### src/rtl/core/rps_pkg.sv
// Package: shared types and constants for the register pool splitter.
package rps_pkg;

    localparam int FIELD_W       = 32;
    localparam int COUNT_W       = 8;
    localparam int MASK_BITS_DEF = 32;

    typedef struct packed {
        logic [FIELD_W-1:0] avail_preserved;
        logic [FIELD_W-1:0] avail_scratch;
        logic [FIELD_W-1:0] prealloc_mask;
        logic [COUNT_W-1:0] need_global_preserved;
        logic [COUNT_W-1:0] need_global_scratch;
        logic [COUNT_W-1:0] need_local_preserved;
        logic [COUNT_W-1:0] need_local_scratch;
    } rps_req_t;

    typedef struct packed {
        logic [FIELD_W-1:0] pool_global_preserved;
        logic [FIELD_W-1:0] pool_global_scratch;
    } rps_rsp_t;

    // Decisions made after the counting pass, consumed by the grant pass.
    typedef struct packed {
        logic [COUNT_W-1:0] need_gp;     // global preserved demand
        logic [COUNT_W-1:0] need_lp;     // local preserved demand
        logic [COUNT_W:0]   need_ls_sp;  // local scratch demand plus spill register
        logic               pres_ok;     // preserved supply above global demand
        logic               scr_ok;      // scratch supply above local demand + spill
        logic               loc_ok;      // leftover preserved beyond local demand
    } rps_plan_t;

    typedef enum logic [2:0] {
        ST_IDLE,
        ST_COUNT,
        ST_PLAN,
        ST_GRANT,
        ST_DONE
    } rps_state_t;

endpackage

### src/rtl/core/register_pool_splitter_core.sv
// Top level of the register pool splitter: control, mask shifters, planning.
//
// A transaction is accepted when start is high and busy is low. The block then
// makes two bit-serial passes over the low min(MASK_BITS, 32) mask bits, one
// bit per clock: a counting pass that finds the preserved and scratch supply,
// a planning state that works out the spill flag and the pool conditions,
// and a grant pass that picks the lowest registers with running prefix counts.
// Done is high for exactly one cycle, in ST_DONE, which follows ST_COUNT,
// ST_PLAN and ST_GRANT in that order; result is valid then and holds until the
// next grant pass. Busy stays high outside ST_IDLE, so a new transaction is
// taken only after the last one is done. The receiver cannot stall: done is a
// one-cycle strobe and result must be captured on that edge. Mask bits at or
// above MASK_BITS are ignored and read back as zero.
module register_pool_splitter_core
    import rps_pkg::*;
#(
    parameter int MASK_BITS = MASK_BITS_DEF
)
(
    input  logic     clk,
    input  logic     rst_n,
    input  logic     start,
    output logic     busy,
    input  rps_req_t request,
    output logic     done,
    output rps_rsp_t result
);

    // bits above the field width are always zero, so the scan stops there
    localparam int SCAN  = (MASK_BITS < FIELD_W) ? MASK_BITS : FIELD_W;
    localparam int CNT_W = $clog2(SCAN + 1);
    localparam int IDX_W = $clog2(SCAN);

    rps_state_t state_reg, state_next;
    logic [IDX_W-1:0] bit_cnt_reg, bit_cnt_next;

    // mask shifters rotate so the counting pass leaves them intact for granting
    logic [SCAN-1:0] pres_reg, scr_reg, pre_reg;
    logic [COUNT_W-1:0] gp_reg, gs_reg, lp_reg, ls_reg;
    rps_plan_t plan_reg, plan_next;

    logic accept, shift_en, cnt_en, grant_en, last_bit;
    logic [CNT_W-1:0] n_p, n_s;

    // planning arithmetic, all narrow
    logic [COUNT_W+1:0] sum_p, sum_all, supply_p, supply_all;
    logic               spill;

    assign accept   = start && !busy;
    assign last_bit = (bit_cnt_reg == IDX_W'(SCAN - 1));

    always_ff @(posedge clk or negedge rst_n)
    begin
        if (!rst_n)
        begin
            state_reg   <= ST_IDLE;
            bit_cnt_reg <= '0;
        end
        else
        begin
            state_reg   <= state_next;
            bit_cnt_reg <= bit_cnt_next;
        end
    end

    always_comb
    begin
        state_next   = state_reg;
        bit_cnt_next = bit_cnt_reg;
        busy         = 1'b1;
        done         = 1'b0;
        cnt_en       = 1'b0;
        grant_en     = 1'b0;
        case (state_reg)
            ST_IDLE:
            begin
                busy         = 1'b0;
                bit_cnt_next = '0;
                if (start)
                begin
                    state_next = ST_COUNT;
                end
            end
            ST_COUNT:
            begin
                cnt_en       = 1'b1;
                bit_cnt_next = bit_cnt_reg + 1'b1;
                if (last_bit)
                begin
                    bit_cnt_next = '0;
                    state_next   = ST_PLAN;
                end
            end
            ST_PLAN:
            begin
                state_next = ST_GRANT;
            end
            ST_GRANT:
            begin
                grant_en     = 1'b1;
                bit_cnt_next = bit_cnt_reg + 1'b1;
                if (last_bit)
                begin
                    bit_cnt_next = '0;
                    state_next   = ST_DONE;
                end
            end
            ST_DONE:
            begin
                done       = 1'b1;
                state_next = ST_IDLE;
            end
            default:
            begin
                state_next = ST_IDLE;
            end
        endcase
    end

    assign shift_en = cnt_en || grant_en;

    always_ff @(posedge clk)
    begin
        if (accept)
        begin
            pres_reg <= request.avail_preserved[SCAN-1:0];
            scr_reg  <= request.avail_scratch[SCAN-1:0];
            pre_reg  <= request.prealloc_mask[SCAN-1:0];
            gp_reg   <= request.need_global_preserved;
            gs_reg   <= request.need_global_scratch;
            lp_reg   <= request.need_local_preserved;
            ls_reg   <= request.need_local_scratch;
        end
        else if (shift_en)
        begin
            pres_reg <= {pres_reg[0], pres_reg[SCAN-1:1]};
            scr_reg  <= {scr_reg[0], scr_reg[SCAN-1:1]};
            pre_reg  <= {pre_reg[0], pre_reg[SCAN-1:1]};
        end
    end

    rps_popcount #(
        .SCAN_BITS (SCAN)
    ) u_popcount (
        .clk   (clk),
        .rst_n (rst_n),
        .clear (accept),
        .en    (cnt_en),
        .bit_p (pres_reg[0]),
        .bit_s (scr_reg[0]),
        .n_p   (n_p),
        .n_s   (n_s)
    );

    // spill when preserved demand beats preserved supply, or total beats total
    always_comb
    begin
        supply_p   = (COUNT_W+2)'(n_p);
        supply_all = (COUNT_W+2)'(n_p) + (COUNT_W+2)'(n_s);
        sum_p      = (COUNT_W+2)'(gp_reg) + (COUNT_W+2)'(lp_reg);
        sum_all    = sum_p + (COUNT_W+2)'(gs_reg) + (COUNT_W+2)'(ls_reg);
        spill      = (sum_p > supply_p) || (sum_all > supply_all);

        plan_next            = plan_reg;
        plan_next.need_gp    = gp_reg;
        plan_next.need_lp    = lp_reg;
        plan_next.need_ls_sp = (COUNT_W+1)'(ls_reg) + (COUNT_W+1)'(spill);
        plan_next.pres_ok    = supply_p > (COUNT_W+2)'(gp_reg);
        plan_next.scr_ok     = (COUNT_W+1)'(n_s) > plan_next.need_ls_sp;
        // leftover local preserved: n_p - g_p > l_p, i.e. n_p > g_p + l_p
        plan_next.loc_ok     = supply_p > sum_p;
    end

    always_ff @(posedge clk)
    begin
        if (state_reg == ST_PLAN)
        begin
            plan_reg <= plan_next;
        end
    end

    logic [SCAN-1:0] glob_p, glob_s;

    rps_grant #(
        .SCAN_BITS (SCAN)
    ) u_grant (
        .clk     (clk),
        .rst_n   (rst_n),
        .clear   (accept),
        .en      (grant_en),
        .bit_p   (pres_reg[0]),
        .bit_s   (scr_reg[0]),
        .bit_pre (pre_reg[0]),
        .plan    (plan_reg),
        .glob_p  (glob_p),
        .glob_s  (glob_s)
    );

    // grant shifters hold their value through the done cycle
    assign result.pool_global_preserved = FIELD_W'(glob_p);
    assign result.pool_global_scratch   = FIELD_W'(glob_s);

endmodule

### src/rtl/core/rps_popcount.sv
// Bit-serial population counter for the preserved and scratch masks.
module rps_popcount
    import rps_pkg::*;
#(
    parameter int SCAN_BITS = MASK_BITS_DEF
)
(
    input  logic                           clk,
    input  logic                           rst_n,
    input  logic                           clear,
    input  logic                           en,
    input  logic                           bit_p,
    input  logic                           bit_s,
    output logic [$clog2(SCAN_BITS+1)-1:0] n_p,
    output logic [$clog2(SCAN_BITS+1)-1:0] n_s
);

    localparam int CNT_W = $clog2(SCAN_BITS + 1);

    logic [CNT_W-1:0] n_p_reg, n_p_next;
    logic [CNT_W-1:0] n_s_reg, n_s_next;

    always_comb
    begin
        n_p_next = n_p_reg;
        n_s_next = n_s_reg;
        if (clear)
        begin
            n_p_next = '0;
            n_s_next = '0;
        end
        else if (en)
        begin
            n_p_next = n_p_reg + CNT_W'(bit_p);
            n_s_next = n_s_reg + CNT_W'(bit_s);
        end
    end

    always_ff @(posedge clk or negedge rst_n)
    begin
        if (!rst_n)
        begin
            n_p_reg <= '0;
            n_s_reg <= '0;
        end
        else
        begin
            n_p_reg <= n_p_next;
            n_s_reg <= n_s_next;
        end
    end

    assign n_p = n_p_reg;
    assign n_s = n_s_reg;

endmodule

### src/rtl/core/rps_grant.sv
// Bit-serial grant pass: prefix counts pick the lowest registers per pool.
module rps_grant
    import rps_pkg::*;
#(
    parameter int SCAN_BITS = MASK_BITS_DEF
)
(
    input  logic                 clk,
    input  logic                 rst_n,
    input  logic                 clear,
    input  logic                 en,
    input  logic                 bit_p,
    input  logic                 bit_s,
    input  logic                 bit_pre,
    input  rps_plan_t            plan,
    output logic [SCAN_BITS-1:0] glob_p,
    output logic [SCAN_BITS-1:0] glob_s
);

    localparam int CNT_W = $clog2(SCAN_BITS + 1);

    // prefix counts of preserved, scratch and local-preserved bits seen so far
    logic [CNT_W-1:0] cp_reg, cp_next;
    logic [CNT_W-1:0] cs_reg, cs_next;
    logic [CNT_W-1:0] cl_reg, cl_next;
    logic [SCAN_BITS-1:0] glob_p_reg, glob_s_reg;

    logic in_cov_p, in_cov_s, in_cov_l;
    logic gp_bit, lp_bit, gs_bit;

    always_comb
    begin
        in_cov_p = {{(COUNT_W + 1 - CNT_W){1'b0}}, cp_reg} < {1'b0, plan.need_gp};
        in_cov_s = {{(COUNT_W + 1 - CNT_W){1'b0}}, cs_reg} < plan.need_ls_sp;
        in_cov_l = {{(COUNT_W + 1 - CNT_W){1'b0}}, cl_reg} < {1'b0, plan.need_lp};
        gp_bit   = bit_p & (!plan.pres_ok | in_cov_p);
        lp_bit   = bit_p & plan.pres_ok & !in_cov_p;
        gs_bit   = (plan.scr_ok & bit_s & !in_cov_s & !bit_pre)
                 | (plan.loc_ok & lp_bit & !in_cov_l);

        cp_next = cp_reg;
        cs_next = cs_reg;
        cl_next = cl_reg;
        if (clear)
        begin
            cp_next = '0;
            cs_next = '0;
            cl_next = '0;
        end
        else if (en)
        begin
            cp_next = cp_reg + CNT_W'(bit_p);
            cs_next = cs_reg + CNT_W'(bit_s);
            cl_next = cl_reg + CNT_W'(lp_bit);
        end
    end

    always_ff @(posedge clk or negedge rst_n)
    begin
        if (!rst_n)
        begin
            cp_reg <= '0;
            cs_reg <= '0;
            cl_reg <= '0;
        end
        else
        begin
            cp_reg <= cp_next;
            cs_reg <= cs_next;
            cl_reg <= cl_next;
        end
    end

    // result bits enter at the top and settle in place after a full scan
    always_ff @(posedge clk)
    begin
        if (en)
        begin
            glob_p_reg <= {gp_bit, glob_p_reg[SCAN_BITS-1:1]};
            glob_s_reg <= {gs_bit, glob_s_reg[SCAN_BITS-1:1]};
        end
    end

    assign glob_p = glob_p_reg;
    assign glob_s = glob_s_reg;

endmodule

### config.mk
export PLATFORM = sky130hd
export DESIGN_NAME = register_pool_splitter_core
export DESIGN_NICKNAME = d
export VERILOG_FILES = /design/src/rtl/core/rps_pkg.sv /design/src/rtl/core/register_pool_splitter_core.sv /design/src/rtl/core/rps_popcount.sv /design/src/rtl/core/rps_grant.sv
export SDC_FILE = /design/constraint.sdc
export NUM_CORES = 1
export LEC_CHECK = 0
export ABC_AREA = 1
export BUFFER_PORTS_ARGS = -buffer_cell sky130_fd_sc_hd__buf_2
export CAP_MARGIN = 30
export CORE_MARGIN = 10
export CORE_UTILIZATION = 57
export CTS_CLUSTER_SIZE = 30
export DETAILED_ROUTE_END_ITERATION = 7
export GPL_TIMING_DRIVEN = 1
export PLACE_DENSITY = 0.79
export SLEW_MARGIN = 0
export SYNTH_ARGS = -nofsm -noshare
export SYNTH_HDL_FRONTEND = slang
export SYNTH_SLANG_ARGS = --single-unit
### constraint.sdc
create_clock -name clk -period 5.85 [get_ports clk]
set_clock_uncertainty 0.05 [all_clocks]
set_input_delay 0.585 -clock clk [delete_from_list [all_inputs] [get_ports clk]]
set_output_delay 0.585 -clock clk [all_outputs]
set_load 0.01 [all_outputs]
# Word level (Yosys, flattened, before mapping)
# Index checks and enable logic that the tools add are counted.
dict set report word_totals {
  register_bits 258
  output_inout_bits 66
  inputBits 131
}
dict set report classes {
  n_lt_le_gt_ge 8
  mux 26
  n_reduce_logical 15
  n_eq_ne 8
  bitwise_logic 10
  add_sub_neg 11
}
# operator count
set ops {}
lappend ops {{32-bit two-way mux} 6}
lappend ops {{6-bit two-way mux} 10}
lappend ops {{6-bit by 1-bit adder with 6-bit output} 5}
lappend ops {{6-bit by 9-bit greater-than comparator with 1-bit output} 2}
lappend ops {{6-bit by 8-bit < comparator with 1-bit output} 2}
lappend ops {{3-bit case mux with 4 select lines} 1}
lappend ops {{10-bit by 8-bit adder with 10-bit output} 1}
lappend ops {{9-bit by 8-bit adder with 10-bit output} 1}
lappend ops {{10-bit by 7-bit greater-than comparator with 1-bit output} 1}
lappend ops {{5-bit case mux with 2 select lines} 1}
lappend ops {{8-bit by 1-bit adder with 9-bit output} 1}
lappend ops {{8-bit by 8-bit adder with 9-bit output} 1}
lappend ops {{9-bit by 6-bit greater-than comparator with 1-bit output} 1}
lappend ops {{6-bit by 9-bit < comparator with 1-bit output} 1}
lappend ops {{3-bit two-way mux} 3}
lappend ops {{1-bit AND} 8}
lappend ops {{6-bit by 8-bit greater-than comparator with 1-bit output} 1}
lappend ops {{2-bit nonzero test} 4}
lappend ops {{6-bit by 6-bit adder with 7-bit output} 1}
lappend ops {{3-bit by 2-bit equality test with 1-bit output (second input constant)} 2}
lappend ops {{2-bit != test (second input constant)} 3}
lappend ops {{5-bit by 1-bit adder with 5-bit output (second input constant)} 1}
lappend ops {{5-bit equality test (second input constant)} 1}
lappend ops {{1-bit zero test} 5}
lappend ops {{other kinds (10)} 15}

# Logic depth before layout (Yosys ltp)
dict set report depth {
  word_depth 7
  depth_mapped 36
  ltp_nobuf 36
}

# Cells and area by module
# A second synthesis with hierarchy kept.
dict set report hier_totals {
  cells_unflattened 1148
  area_unflattened_um2 12200.5
}
# mod cells_each n_inst area_each_um2
set by_module_without_submodules {}
lappend by_module_without_submodules {register_pool_splitter_core 817 1 8219.1}
lappend by_module_without_submodules {rps_grant 246 1 3296.9}
lappend by_module_without_submodules {rps_popcount 85 1 684.4}

# Worst setup path before layout
# Ideal clock, no wire load.
dict set report synth_timing {
  path_kind {flip-flop to flip-flop}
  start {reg gp_reg[0]}
  end {reg plan_reg[1] (netlist bit), data pin}
  t_required_ns 5.545
  slack_ns 0.830
  path_buffers 0
  period_less_slack_ns 5.020
  path_stages_with_launch 34
  t_arrival_ns 4.715
  path_cell_list {edfxtp_1 > ha_1 > inv_1 > fa_1 > o21bai_1 > xor2_1 > fa_1 > ha_1 > a21oi_1 > nand2_1 > xor2_1 > ha_1 > a21o_1 > nor2_1 > nand3_1 > nand2_1 > nand2_1 > nand2_1 > nand3_1 > ha_1 > ha_1 > xor2_1 > inv_1 > ha_1 > nand2_1 > inv_1 > nand2_1 > nand2_1 > nand2_1 > nand2_1 > nand2_1 > nand2_1 > nand2_1 > a21oi_1}
}
# item line
set synth_rtl {}
lappend synth_rtl {{from (decl)} register_pool_splitter_core.sv:39} ;# logic [COUNT_W-1:0] gp_reg, gs_reg, lp_reg, ls_reg;
lappend synth_rtl {{from (signal assigned)} register_pool_splitter_core.sv:129} ;# gp_reg <= request.need_global_preserved;
lappend synth_rtl {{to (signal assigned)} register_pool_splitter_core.sv:178} ;# plan_reg <= plan_next;
lappend synth_rtl {{to (decl)} register_pool_splitter_core.sv:40} ;# rps_plan_t plan_reg, plan_next;

==> flow_summary_export.csv <==
group,metric,value,unit
sta,final-max-slew-violation-count,0,
sta,period_minus_slack,5.36,ns
clock_tree,clk_root_buffer_cell,"clkbuf_16",
setup_path,critPathCaptureType,"flop",
yosys,synth.top_cells.by_area,"edfxtp_1 (55%), nand2_1 (13%), dfrtp_1 (7.9%)",
pwr,power_leakage,6.56,nW
global_routing,antenna_violations_before_repair,0,
sta,final-setup-viol-count,0,
routing,routedWlPerCell,16.2,um
floorplan,initial_core_util,57.6,%
yosys,arithmetic_cell_share_of_the_synthesized_area_counting_full_adders_half_adders_and_majority_gates,9.74,%
sta,rsz0062_at_grt,"false",
pwr,power_total,7.33,mW
setup_path,worstPathArrival,5.60,ns
final_layout,final_layout_size_suffix_gt1_share,19.4,%
clock_tree,clock_path_buffers,3,
clock_tree,cts_inserted_buffers,27,
sta,achievable-frequency,186,MHz
placed_design,portBuffers,196,
global_routing,maximum_number_of_pins_on_one_net_before_global_route_repair,97,
routing,detail-route-antenna-nets,0,
yosys,seq_area_frac_synth,62.9,%
global_routing,first_global_vias,8312,
yosys,synth_xor_area_share,1.24,%
clock_tree,clock_tree.htree_level_count,1,
setup_path,critical_path.startpoint,"gp_reg[0]",
setup_path,critPathSlowestCell,"fa_1",
final_layout,nets,1529,
routing,vias,8248,
setup_path,cp-start-kind,"flop",
yosys,synth_top_area_share,55.0,%
final_layout,post-route-util,67.5,%
min_path,min_path_type,"input port to async pin",
routing,drt_drc_violations_left,0,
clock_tree,tritoncts,"yes",
sta,timing.setup.tns,0,ns
yosys,synth_area_leader_cell,"edfxtp_1",
setup_path,setup.reg_to_reg.worst_slack,0.49,ns
yosys,synth_top_family_by_area,"simple AND/OR/NAND/NOR gates",
final_layout,layout-area-overhead-vs-synth,17.2,%
global_routing,globalRouteTotalUtil,18.8,%
placed_design,placed_cells,1557,
yosys,synthDistinctLibCells,38,
setup_path,path_class,"flop to flop",
routing,finalWirelength,26000,um
yosys,avg_cell_area_syn,10.9,sq um
floorplan,die_area,27300,sq um
run_status,status,"completed",
floorplan,fp.dieW,165,um
yosys,synth.ff_latch_count,258,
final_layout,finalNonFillerCells,1604,
yosys,syn_area,12000,sq um
routing,viasPerCell,5.14,
sta,fin_crit_sh,91.7,%
pwr,max-vdd-ir-drop,307,uV
yosys,synth_compound_gate_area_share,3.80,%
clock_tree,cts.reportedPaths.clkPinSlew,0.06,ns
job,drv_cap,0,
setup_path,worst_r2r_path_depth,34,
sta,max-slew-margin-rel,38.2,%
clock_tree,tritoncts_num_sinks,258,
yosys,mapped_nets,1322,
routing,detail_route.iter0.violations,561,
yosys,netlist_instances,1104,
global_routing,first_pass_grt_wire_length,41500,um
clock_tree,post_cts_buffers,0,
global_routing,globalRoute.totalOverflow,0,
floorplan,rows,53,
yosys,yosys.area_share.simple,17.5,%
final_layout,most-common-layout-cells,"nand2_1 (414), edfxtp_1 (220), buf_2 (196)",
placed_design,gp_congestion,0.872,
yosys,yosys_warnings,0,
routing,drt_first_pass_iters,5,
final_layout,layout.cells.most_common,"nand2_1",
setup_path,critPathMaxStageDelay,0.45,ns
yosys,post_synth_mux_area_share,0,%
setup_path,worstReg2RegStart,"gp_reg[0]",
setup_path,worst_ep_required_time,6.08,ns
floorplan,area_of_the_core,20900,sq um
floorplan,die_y,165,um
floorplan,ios,197,
placed_design,dp_hpwl,18600,um
setup_path,worst_path_most_repeated_cell,"nand2_1",
clock_tree,insertion_delay,0.53,ns
setup_path,r2r_end,"plan_reg[1]",
pwr,power_density,520,nW/um^2
setup_path,crit_fanout,4,
sta,timing_worst_slew_pin_value,0.927,ns
sta,finalHoldViolCount,0,
==> power by group <==
group          internal (mW)  switching, mW
clock                  0.926          0.676
sequential              3.01          0.307
combinational          0.849           1.56
total                   4.78           2.54
==> kinds of logic after synthesis <==
| logic type | count (synthesis) |
|---|---|
| and+or+nand+nor | 518 |
| xor gates and xnor gates | 17 |
| AOI/OAI and AO/OA | 85 |
| adders and majority gates | 87 |
| buffers and inverters | 139 |
| DFF | 258 |
==> Yosys cell counts <==
master / count
nor3_2: 3
buf_4: 11
o31ai_1: 1
nor3_1: 11
nand2_2: 3
ha_1: 76
o21bai_1: 2
or3_1: 1
a21o_1: 2
clkbuf_2: 1
fa_1: 11
a41oi_1: 1
o21ai_1: 1
inv_2: 4
xor2_1: 11
edfxtp_1: 220
nor3b_1: 1
dfrtp_1: 38
and3_1: 6
nand4_1: 5
nand3_1: 34
nor2_2: 1
nor2_4: 3
buf_2: 12
a21oi_1: 46
inv_1: 110
o22ai_1: 1
nor4_1: 1
nor2_1: 32
xnor2_1: 6
o21ai_0: 27
a21boi_0: 1
nand3b_1: 1
buf_6: 1
a22o_1: 2
nand2_1: 415
nor3b_2: 1
a31o_2: 1
==> layer usage <==
| layer | share of wire (%) | vias to the layer above | wire length (um) | global-route usage [%] |
|---|---|---|---|---|
| li1 | - | 4095 | - | - |
| met1 | 41 | 3877 | 10800 | 24.5 |
| met2 | 49 | 239 | 12800 | 31.7 |
| met3 | 7.5 | 37 | 1960 | 3.42 |
| met4 | 2.0 | 0 | 515 | 5.11 |
| met5 | 0 | - | 0 | 0 |
==> area by class of cell <==
cell class	count	area (sq um)
diodes	1	2.50
clock buffers	31	691
clock inverters	15	123
fillers	1611	6800
inverters	114	429
multi-input cells	707	3890
flip-flops and latches	258	7560
well taps	275	344
repair buffers	203	1050
==> through the flow <==
stage	setup slack (ns)	cell area, sq um	hold WS [ns]
after floorplan	0.830	12000	0.239
after global placement	0.509	13200	0.371
after detailed placement	0.410	13300	0.379
after CTS	0.412	14100	0.146
after global routing	0.0127	14100	0.164
final	0.485	14100	0.134
==> timing repair <==
action                                  in CTS  in global routing
endpoints found under the setup margin       0                  1
hold buffers                                 0                  0
endpoints found under the hold margin        0                  0
gates resized for setup                      0                  1
==> worst max-delay path, delay by kind of cell, from the launching register on <==
family	cells	cell delay, ns
XOR/XNOR	3	0.58
flip-flops	1	0.37
AND/OR/NAND/NOR	17	1.14
buffers and inverters	3	0.17
AO/OA/AOI/OAI	3	0.40
adder cells (fa/ha/maj)	8	2.42
==> worst max path at each step <==
stage / endpoint / slack [ns]
final: plan_reg[1] / 0.49
after global routing: plan_reg[1] / 0.01
after CTS: plan_reg[1] / 0.41
after detailed placement: plan_reg[1] / 0.41
after global placement: plan_reg[1] / 0.51
after floorplan: plan_reg[1] / 0.83
(Power assumes the default switching activity.)
